<file path="config.mk">
export PLATFORM = sky130hd
export DESIGN_NAME = fstp_ram
export DESIGN_NICKNAME = d
export VERILOG_FILES = /design/src/fstp_ram.sv
export SDC_FILE = /design/constraint.sdc
export NUM_CORES = 2
export LEC_CHECK = 0
export BUFFER_PORTS_ARGS = -buffer_cell sky130_fd_sc_hd__buf_2
export CAP_MARGIN = 30
export CORE_MARGIN = 5
export CORE_UTILIZATION = 40
export DETAILED_ROUTE_END_ITERATION = 10
export GPL_ROUTABILITY_DRIVEN = 0
export SLEW_MARGIN = 10
export SYNTH_ARGS = -nofsm -noshare
export SYNTH_HDL_FRONTEND = slang
export SYNTH_SLANG_ARGS = --single-unit
</file>
<file path="constraint.sdc">
create_clock -name clk -period 2.3 [get_ports clk]
set_input_delay 0.115 -clock clk [delete_from_list [all_inputs] [get_ports clk]]
set_output_delay 0.115 -clock clk [all_outputs]
set_load 0.05 [all_outputs]
</file>
<file path="src/fstp_ram.sv">
// Generic simple dual-port RAM with one write port and a registered read port.
module fstp_ram #(
  parameter int WIDTH = 8,
  parameter int DEPTH = 256
) (
  input  logic                     clk,
  input  logic                     we,
  input  logic [$clog2(DEPTH)-1:0] waddr,
  input  logic [WIDTH-1:0]         wdata,
  input  logic [$clog2(DEPTH)-1:0] raddr,
  output logic [WIDTH-1:0]         rdata
);

  logic [WIDTH-1:0] mem [DEPTH];

  always_ff @(posedge clk) begin
    if (we) begin
      mem[waddr] <= wdata;
    end
    rdata <= mem[raddr];
  end

endmodule

</file>
* Yosys cells after proc, flatten, opt, wreduce, memory -nomap -nowiden
Memories as Yosys holds them, arrays and structs flattened. A register that Yosys moved wholly into a read port is not among the register bits.
Cells that the tools add are included.
** Storage, ports and cells
- Output and inout port bits :: 8
- Register bits after elaboration :: 0
- Input port bits :: 26
- Memory bits (writable) :: 2048
- Memories kept :: 1
- Logic and storage cells :: 3
** Memory list
- mem :: words 256, bits a word 8, read ports 1, clocked after memory_dff 1, wr ports 1, line 14 : logic [WIDTH-1:0] mem [DEPTH];
** Operators by class
- Muxes and demuxes :: 2
** Operators by type and width (count)
- two-way mux 1 bit :: 2

* Longest topological paths before layout
- Depth in word-level cells :: 2
- Depth in mapped cells :: 11
- Mapped depth without buffers :: 6

* Least setup slack after synthesis
No wires, ideal clock.
- Path kind :: input -> register
- From :: input raddr[0]
- To :: register rdata[2], read port of mem
- Arrival :: 1922 ps
- Setup slack :: 247 ps
- Buffers on the path :: 4
- Data required time :: 2169 ps
- Library setup time :: 131 ps
- Stages :: 9
- Cell sequence :: buf_6 -> buf_12 -> buf_8 -> buf_2 -> mux4_2 -> a22oi_1 -> a21oi_1 -> nor4_1 -> nor4_2
** RTL lines
- start, declared :: line 10 : input logic [$clog2(DEPTH)-1:0] raddr,
- end, declared :: line 11 : output logic [WIDTH-1:0] rdata

==> impl_results.md <==
- Status: finished, violations left
- Failing checks: setup timing
- Final core occ: 0.482
- WL final: 205 mm
- Clk buf depth: 3
- Wl on met1: 85.1 mm
- Worst-path clk slew: 0.06 ns
- Syn Inst Count: 3733
- Post-synth top flop: edfxtp_1
- Largest net degree at the start of global routing: 116
- CP startpoint kind: flip-flop
- Leakage: 30.8 nW
- Row cnt: 163
- WL met3: 16.5 mm
- Die Footprint: 0.208 mm2
- Num CTS Buffers: 198
- Final WS setup: -0.0306 ns
- Switching part of the total: 0.210
- P_int: 0.0621 W
- # IOs: 34
- Drt wl/cell: 28.1 um
- Setup violations, final: 2
- Netlist cell types: 55
- Core area: 0.198 mm2
- Logic pwr share: 0.058
- Clk root buf: clkbuf_16
- Area Overhead vs Synth: 19.6%
- Top-count cell post-synth: edfxtp_1
- Top layer in use: met5
- First-pass GRT wire length: 297 mm
- Vias in the first global route: 41060
- FMAX: 429 MHz
- Reg2Reg Setup Slack: -0.03 ns
- Initial drt markers: 4818
- Worst min path class: input pin to flip-flop
- Die W: 456 um
- Area of the mapped netlist: 0.0796 mm2
- Clock power frac: 0.416
- Vias: 40984
- Max-slew violation total from the final report: 0
- Synthesized net count: 3759
- Final period util: 1.01
- Clock Skew: 0.0204 ns
- Fin Hold WS: 0.0833 ns
- Overflow after GRT: 0
- Syn Area/Cell: 21.3 um2
- RSZ-0062 raised after global routing: yes
- Synth top cells by count: edfxtp_1 (2048), mux4_2 (454), nor2_1 (282)
- Post-DP HPWL: 135 mm
- DRC violations left: 0
- FF+latch count, synth: 2056
- Req. time, crit path: 2.98 ns
- Setup Buffers After CTS: 0
- Final Hold Viols: 0
- Post-route insts no fill: 7306
- Clock period minus worst slack: 2.33 ns
- Final ANT Viol Nets: 0
- Routed met2 length: 98.6 mm
- Slew headroom: 0.476
- Port Buffers: 33
- Synth area leader: edfxtp_1
- Clk_lat worst skew: 0.82 ns
- FFs w/ async S/R, synth: 0
- Synth Warn #: 0
- DRT Pass-1 Iters: 6
- CTS tree: yes
- Worst-Margin Slew: 0.785 ns
- PwrDens: 826 mW/mm2
- Final net count: 4515
- Initial antenna violation count: 17
- Switching pwr: 0.0165 W
- Total track usage: 0.195
- Max IR drop VDD: 0.000675 V
- Initial Util: 0.403
- CP endpoint kind: flip-flop
- Die height: 456 um
- Synth top area share: 0.773
- Synth area leaders: edfxtp_1 (77%), mux4_2 (13%), mux2i_1 (1.7%)
- Dpl cells: 6915
- Critical Path Fanout Max: 1
- CTS Sinks: 2056
- Layout cells sized above 1: 0.333
- EDFF count, synth: 2048
- WS Path Type: flip-flop to flip-flop
- Vias per cell: 5.61
- CTS H-Tree Depth: 4
- Worst EP arrival: 3.02 ns
- Maximum Capacitance Violations: 0
- Register area share after synthesis: 0.775
- Power share of the sequential group: 0.526
-- worst paths after layout --
check / cells after the start / startpoint / to
setup reg to reg: 8 / mem[136][4] / rdata[4]
hold reg to reg: 6 / mem[38][6] / rdata[6]
setup / recovery: 8 / mem[136][4] / rdata[4]
hold / removal: 4 / waddr[6] / mem[235][0]
-- through the flow --
step	TNS (ns)	worst slack, ns	total power, W	instance area (um2)
6_report	-0.0525	-0.0306	0.0786	95200
4_1_cts	-0.0985	-0.0985	0.0792	95100
3_5_place_dp	-4.74	-0.728	0.0466	88300
2_1_floorplan	0	0.247	0.0442	79600
3_3_place_gp	-5.29	-1.09	0.0466	88300
5_1_grt	-0.0821	-0.0804	0.0811	95200
-- registers in the layout, indices dropped and copies added, names as in the netlist --
register,count
rdata,8
mem,2048
-- timing repair --
item | 4_1_cts | 5_1_grt
hold endpoints to repair | 1362 | 0
setup endpoints to repair | 8 | 8
pin swaps | 8 | 9
gates cloned | 0 | 0
hold buffers | 15 | 0
gates resized for setup | 23 | 16
-- worst max-delay path, cell delays in order (launching register included) --
cell and delay (ns):
edfxtp_1 0.36, mux4_2 0.50, mux4_2 0.51, nor2_2 0.13, buf_6 0.13, a2111oi_4 0.04
nor3_4 0.32, buf_6 0.16, nor4_2 0.04
-- metal layers --
layer	global-route usage	up-vias
li1	-	17248
met1	0.281	21689
met2	0.311	1752
met3	0.0346	293
met4	0.0489	2
met5	0	-
-- layout make-up --
class	count	area (um2)
Tap cell	2640	3300
Antenna cell	9	22.5
Clock buffer	235	5180
Sequential cell	2056	61700
Clock inverter	133	1330
Fill cell	16034	102000
Inverter	2	7.51
Multi-Input combinational cell	1442	16700
Timing Repair Buffer	789	6990
-- power by group through the flow --
stage	Clock, W	Sequential [W]	Combinational, W
2_1_floorplan	0	0.0422	0.00201
3_3_place_gp	0	0.0422	0.00445
3_5_place_dp	0	0.0422	0.00448
4_1_cts	0.0333	0.0414	0.00454
5_1_grt	0.0350	0.0413	0.00477
6_report	0.0327	0.0414	0.00452
-- cells by family after synthesis --
logic type,Yosys count,share of synthesized area
DFF,2056,0.775
muxes,591,0.146
and+or+nand+nor,466,0.0263
AOI/OAI and AO/OA,385,0.0342
buffers and inverters,235,0.0183
-- cell usage in the layout, fill, tap and decap left out, types with 9 or more instances in the layout --
cell type / Yosys / routed
buf_12: 8 / 80
buf_2: 31 / 21
edfxtp_1: 2048 / 2048
nor3_1: 22 / 16
clkbuf_1: 111 / 33
o21ai_0: 10 / 10
nor4_2: 3 / 11
buf_4: 27 / 661
clkinv_2: 0 / 33
a22oi_1: 133 / 133
buf_8: 13 / 10
o22ai_1: 28 / 28
mux2i_1: 134 / 134
mux4_2: 454 / 455
a211oi_1: 16 / 14
nor2_1: 282 / 277
nand3_1: 34 / 34
nand4_1: 10 / 10
diode_2: 0 / 9
o221ai_1: 46 / 45
nand2_1: 33 / 33
nor2b_1: 31 / 28
bufinv_16: 0 / 27
clkbuf_16: 0 / 202
a221oi_1: 13 / 10
o211ai_1: 10 / 10
a21oi_1: 96 / 96
nor4_1: 24 / 14
dlygate4sd3_1: 0 / 15
clkinv_1: 1 / 60
Power figures use the tool's default switching activity.
