### src/fstp_clr.sv
// Clearing sweep that zeroes the track buffer one entry per cycle after reset.
module fstp_clr #(
  parameter int DEPTH = 256
) (
  input  logic                     clk,
  input  logic                     rst_n,
  output logic                     busy,
  output logic [$clog2(DEPTH)-1:0] addr
);

  localparam int AW = $clog2(DEPTH);

  logic          busy_r;
  logic [AW-1:0] addr_r;

  always_ff @(posedge clk) begin
    if (!rst_n) begin
      busy_r <= 1'b1;
      addr_r <= '0;
    end else if (busy_r) begin
      if (addr_r == AW'(DEPTH - 1)) begin
        busy_r <= 1'b0;
      end else begin
        addr_r <= addr_r + 1'b1;
      end
    end
  end

  assign busy = busy_r;
  assign addr = addr_r;

endmodule

### config.mk
export PLATFORM = sky130hd
export DESIGN_NAME = fstp_clr
export DESIGN_NICKNAME = d
export VERILOG_FILES = /design/src/fstp_clr.sv
export SDC_FILE = /design/constraint.sdc
export NUM_CORES = 1
export LEC_CHECK = 0
export BUFFER_PORTS_ARGS = -buffer_cell sky130_fd_sc_hd__clkbuf_2
export CAP_MARGIN = 5
export CORE_AREA = 2 2 39 41
export DETAILED_ROUTE_END_ITERATION = 6
export DIE_AREA = 0 0 41 43
export GPL_TIMING_DRIVEN = 0
export SLEW_MARGIN = 20
export SYNTH_ARGS = -nofsm -noshare
export SYNTH_HDL_FRONTEND = slang
export SYNTH_SLANG_ARGS = --single-unit
### constraint.sdc
create_clock -name clk -period 2.2 [get_ports clk]
set_input_delay 0 -clock clk [delete_from_list [all_inputs] [get_ports clk]]
set_output_delay 0 -clock clk [all_outputs]
set_load 0.005 [all_outputs]
After elaboration in Yosys (flattened, before gate mapping). Index checks and enable logic that the tools add are counted.

Word-level logic and storage cells: 8. Output and inout bits: 9. Bits of input ports: 2. Bits in registers: 9.

$add $sub $neg: 1. Equal/unequal tests: 1. Bitwise operators: 1. Mux-type cells: 2. Reductions and logical operators: 1.

Operator list (number): adder 8 x 1 -> 8 bit, second input constant (1); == test 8 bit, second input constant (1); 2-to-1 mux 1 bit (2); AND reduction 2 bit (1); inverter 1 bit (1).

Longest topological paths before layout. Gate-level depths: netlist (run 1).

Depth after elaboration: 3. Depth in mapped cells: 5. Gate-level depth less buffers: 5.

Least setup slack after synthesis (run 1). Ideal clock, no wire load.

Kind: reg2reg. Start point: register addr_r[0] (netlist: addr[0]). End point: register addr_r[5] (netlist: addr[5]). Path buffers: 0. Data required time: 2.130 ns. Setup time: 0.070 ns. Period minus slack after synthesis: 1.445 ns. Cell stages (with the launch flop): 6. Setup slack: 0.755 ns. Arrival: 1.375 ns. Cell sequence: dfxtp_1 ha_1 nand3_1 nor2_1 or4_1 a21oi_1.

Word-level cells in the longest chain between the ends: 3. Elaborated cells on any way between the ends: 4. Classes of those cells: 1 x add/sub; 1 x eq/ne; 1 x bitwise; 1 x reduce/logical.

Ends and longest elaborated chain: from (decl) (RTL line 14) `logic [AW-1:0] addr_r;`; from (signal assigned) (RTL line 24) `addr_r <= addr_r + 1'b1;`; parallel branches: the longest is 3 deep, another holds adder 8 x 1 -> 8 bit.

Parallel ways; which one is timed is not known. A chain may end at the register's enable or synchronous reset.

Worst setup path in the final report (run 1). Same ends and word-level chain as after synthesis.

==> results.py, run 1 <==
metrics = {
    "worst_setup_path": {
        "reg2reg_from": "addr[0]",
        "rrSetupSlack_ps": 650,
        "cp-end-kind": "flop",
        "timing.rr.end": "addr[5]",
        "arrival_ps": 1740,
        "cp_max_fo": 6,
        "critical_path_class": "reg -> reg",
        "cp-start-kind": "flop",
        "reg2regPathDepth": 5,
        "crit_required_ps": 2400,
    },
    "clock_tree": {
        "postCtsHoldBufs": 1,
        "clkTransAtPathRegs_ps": 70,
        "clock_latency_ps": 270,
        "cts.path.max_buffers": 2,
        "cts_resized": 0,
        "cts_inserted_buffers": 3,
        "clock-root-buffer": "clkbuf_4",
        "htree_levels": 1,
        "clock-sinks": 9,
        "post_cts_buffers": 0,
        "cts_tree": "done",
    },
    "yosys": {
        "synth_cell_types": 21,
        "synth_top_family_by_area": "simple AND/OR/NAND/NOR gates",
        "synth_area_um2": 405,
        "ys_warn_count": 0,
        "synth_most_common_cell": "dfxtp_1",
        "synth_flop_cell": "dfxtp_1",
        "synth-compound-area-share": 0.185,
        "muxShareOfSynthArea": 0,
        "synth_common_cells": "dfxtp_1, a21oi_1, nand2_1, nand3_1",
        "synth-seq-cells": 9,
        "netlist.top_cell.by_area": "dfxtp_1",
        "synth_xor_area_frac": 0.0216,
        "synth_simple_gate_area_frac": 0.290,
        "async_flop_share": 0,
        "synth_seq_area_share": 0.444,
        "synth_area_leaders": "dfxtp_1, a21oi_1, nand3_1, nand4_1, o21ai_0",
        "syn_avg_cell_area_um2": 8.45,
        "synth_fa_ha_area_frac": 0.0309,
        "synth_edf_count": 0,
        "synth_top_area_share": 0.444,
        "syn_inst": 48,
        "syn-num-nets": 51,
    },
    "floorplan": {
        "io_pins": 11,
        "rows": 14,
        "die_area_um2": 1760,
        "die_h_um": 43,
        "design.core.area_um2": 1380,
        "fp.dieW_um": 41,
        "start_util": 0.293,
    },
    "sta": {
        "holdWs_ps": 532,
        "slew_headroom": 0.773,
        "slew_viol_final": 0,
        "fin_crit_ps": 1550,
        "max_freq_ghz": 0.646,
        "worstMarginPinSlew_ps": 338,
        "fin_tns_setup_ps": 0,
        "hold_viol": 0,
        "grt_setup_unrepaired": "no",
        "setup_viol": 0,
        "finalCritPeriodShare": 0.704,
        "skew_ps": 5.66,
    },
    "drt": {
        "vias": 417,
        "drt-met1-wl_um": 476,
        "firstDrtPassIters": 4,
        "drt_iter0_drc": 8,
        "met3WireLength_um": 45,
        "drc": 0,
        "wl_um": 979,
        "vias_per_cell": 5.28,
        "wl_met2_um": 442,
        "wl_per_cell_um": 12.4,
        "top_layer_used": "met4",
        "antenna_left": 0,
    },
    "run_status": {
        "outcome": "complete, no violations",
    },
    "placement": {
        "portBuffers": 10,
        "dp_hpwl_um": 660,
        "gp_congestion": 0.786,
    },
    "global_route": {
        "grt.overflow.total": 0,
        "antenna_found_initial": 0,
        "grt_max_degree": 9,
        "first_global_vias": 383,
        "grt_pass1_wl_mm": 1.67,
        "grt_usage": 0.144,
    },
    "cells_and_area": {
        "drive_above_1_share": 0.222,
        "fill_cells": 148,
        "final_util": 0.370,
        "fin_nets": 67,
        "syn2layout_area_growth_pct": 26.2,
        "num_antenna_cells": 0,
    },
    "power": {
        "irDropWorstVdd_mv": 0.242,
        "power_leakage_nw": 0.227,
        "p_per_area_nw_per_um2": 638,
    },
    "worst_hold_path": {
        "worstHoldStart": "rst_n",
        "hold_class": "in -> reg",
        "min_path_cells": 3,
        "min_to": "busy",
    },
    "run": {
        "maxCapViolCount": 0,
    },
}
-- layout make-up --
class                           instances  area, um2  share of cell area
Timing Repair Buffer                   11       60.1               0.117
Tap cell                               16       20.0              0.0391
Sequential cell                         9        180               0.352
Multi-Input combinational cell         36        214               0.418
Clock buffer                            4       26.3              0.0513
Inverter                                3       11.3              0.0220
-- how the worst max path moves through the flow --
| stage | start | end | slack [ps] | cells after the start |
|---|---|---|---|---|
| 2_1_floorplan | addr[0] | addr[5] | 760 | 5 |
| 3_5_place_dp | addr[0] | addr[5] | 680 | 5 |
| 5_1_grt | addr[0] | addr[0] | 520 | 5 |
| 4_1_cts | addr[0] | addr[5] | 650 | 5 |
| 3_3_place_gp | addr[0] | addr[5] | 700 | 5 |
| 6_report | addr[0] | addr[5] | 650 | 5 |
-- cell families after synthesis --
family                     Yosys count
adders and majority gates            1
AOI/OAI and AO/OA                   13
and+or+nand+nor                     21
buffers and inverters                3
DFF                                  9
xor gates and xnor gates             1
-- flip-flops by register name, summed over array words and instances, names as in the netlist --
signal,cells
busy,1
addr,8
-- worst max-delay path: stages (launching register included) --
cell and delay, ps:
dfxtp_1 350, ha_1 280, nand3_1 120, nor2_1 70, or4_1 500, a21oi_1 150
-- cells in the final DEF (no fill, tap or decap) --
cell / count
dlygate4sd3_1: 1
nor2_1: 3
dfxtp_1: 9
o21ai_1: 1
o21ai_0: 3
nand2_1: 4
a21oi_1: 4
clkbuf_2: 10
and3_1: 1
o21a_1: 1
nand4_1: 3
clkbuf_4: 3
xor2_1: 1
nand3_1: 4
nor3_1: 2
ha_1: 1
o21bai_1: 1
and4_1: 1
clkbuf_1: 1
nand4_2: 1
o31ai_1: 1
or4_1: 1
nor3b_1: 1
inv_1: 3
a31oi_1: 2
-- report_power, final --
part           internal [mW]  switching, mW
combinational        0.00911        0.00964
sequential             0.167        0.00684
clock                 0.0701         0.0633
total                  0.247         0.0798
-- metrics by stage --
stage	worst slack, ps	cells	instance area [um2]	total power [mW]
floorplan	755	48	405	0.186
global placement	695	74	475	0.195
detailed placement	678	74	475	0.195
CTS	651	79	512	0.331
global route	516	79	512	0.344
finish	652	79	512	0.326
-- metal layers --
metal,track usage,up-vias
li1,-,211
met1,0.195,191
met2,0.184,13
met3,0.0471,2
met4,0.100,0
met5,0,-
Power figures use the tool's default switching activity.
==> run 2, diff against run 1 <==
==> constraint.sdc (replaced) <==
create_clock -name clk -period 1.5 [get_ports clk]
set_input_delay 0 -clock clk [delete_from_list [all_inputs] [get_ports clk]]
set_output_delay 0 -clock clk [all_outputs]
set_load 0.005 [all_outputs]
==> results.py, run 2 (synthesis results as in run 1) <==
metrics = {
    "floorplan": {
        "die_area_um2": 1760,
        "start_util": 0.293,
        "io_pins": 11,
        "design.core.area_um2": 1380,
        "fp.dieW_um": 41,
        "rows": 14,
        "die_h_um": 43,
    },
    "clock_tree": {
        "clock_latency_ps": 260,
        "cts.path.max_buffers": 2,
        "post_cts_buffers": 0,
        "clock-sinks": 9,
        "clock-root-buffer": "clkbuf_4",
        "cts_tree": "done",
        "cts_inserted_buffers": 3,
        "clkTransAtPathRegs_ps": 60,
        "htree_levels": 1,
    },
    "sta": {
        "fin_crit_ps": 1410,
        "fin_ws_ps": 91.1,
        "grt_setup_unrepaired": "no",
        "hold_viol": 0,
        "skew_ps": 0.831,
        "worstMarginPinSlew_ps": 253,
        "max_freq_ghz": 0.710,
        "finalCritPeriodShare": 0.939,
        "slew_headroom": 0.831,
        "slew_viol_final": 0,
        "fin_tns_setup_ps": 0,
        "holdWs_ps": 532,
        "setup_viol": 0,
    },
    "cells_and_area": {
        "final_common_cell": "clkbuf_2",
        "fin_cells": 79,
        "fin_area_um2": 538,
        "num_antenna_cells": 0,
        "fin_nets": 67,
        "regArea_um2": 185,
        "syn2layout_area_growth_pct": 32.7,
        "layout_common_cells": "clkbuf_2, dfxtp_1, a21oi_1, nand2_1",
        "largest_register_ff_count": 8,
        "final_util": 0.389,
        "fill_cells": 152,
        "multi_input_area_um2": 235,
        "drive_above_1_share": 0.302,
    },
    "global_route": {
        "grt.overflow.total": 0,
        "antenna_found_initial": 0,
        "first_global_vias": 382,
        "grt_usage": 0.143,
        "grt_max_degree": 9,
        "grt_pass1_wl_mm": 1.66,
    },
    "worst_setup_path": {
        "cp-end-kind": "flop",
        "cp-start-kind": "flop",
        "arrival_ps": 1610,
        "critical_path_class": "reg -> reg",
        "crit_required_ps": 1700,
        "cp_max_fo": 6,
    },
    "power": {
        "irDropWorstVdd_mv": 0.357,
        "p_total_uw": 485,
        "p_per_area_nw_per_um2": 902,
        "power_leakage_nw": 0.229,
    },
    "placement": {
        "portBuffers": 10,
        "dp_hpwl_um": 660,
        "dp_slack_ps": -21.9,
        "placedCellCount": 74,
        "gp_congestion": 0.786,
        "place_area_um2": 475,
    },
    "drt": {
        "drt_iter0_drc": 10,
        "drc": 0,
        "wl_mm": 1.02,
        "vias_per_cell": 5.58,
        "firstDrtPassIters": 4,
        "wl_per_cell_um": 12.9,
        "antenna_left": 0,
        "vias": 441,
    },
    "run_status": {
        "outcome": "complete, no violations",
    },
    "run": {
        "maxCapViolCount": 0,
    },
    "worst_hold_path": {
        "hold_class": "in -> reg",
    },
}
run 2: layout make-up:
class | instances | area share
multi-input combinational | 36 | 0.437
timing repair buffer | 11 | 0.112
clock buffer | 4 | 0.0488
tap | 16 | 0.0372
inverter | 3 | 0.0209
sequential | 9 | 0.344
run 2: worst max-delay path, stage by stage (launching register included):
cell and delay [ps]:
dfxtp_4 370, ha_4 180, nand3_2 90, nor2_1 70
or4_1 510, a21oi_1 130
run 2: what timing repair did:
item                                    4_1_cts  5_1_grt
hold endpoints to repair                      1        0
hold buffers                                  1        0
endpoints found under the setup margin        2        4
gates resized for setup                       1        6
pin swaps                                     0        1
run 2: routing by layer:
layer | wire, um | vias up | global-route usage
met4 | 27 | 0 | 0.100
met2 | 462 | 17 | 0.184
met1 | 478 | 209 | 0.192
met3 | 51 | 4 | 0.0471
li1 | - | 211 | -
met5 | 0 | - | 0
run 2: final timing paths:
path	from	end	slack [ps]	cells past startpoint
hold reg to reg	addr[1]	addr[1]	530	2
setup / recovery	addr[0]	addr[5]	90	5
hold / removal	rst_n	busy	530	3
setup reg to reg	addr[0]	addr[5]	90	5
run 2: power breakdown:
part           total, mW  internal (mW)  leakage, nW  switching (mW)
Sequential         0.259          0.246       0.0740          0.0128
Combinational     0.0318         0.0166        0.140          0.0152
Clock              0.195          0.103       0.0150          0.0917
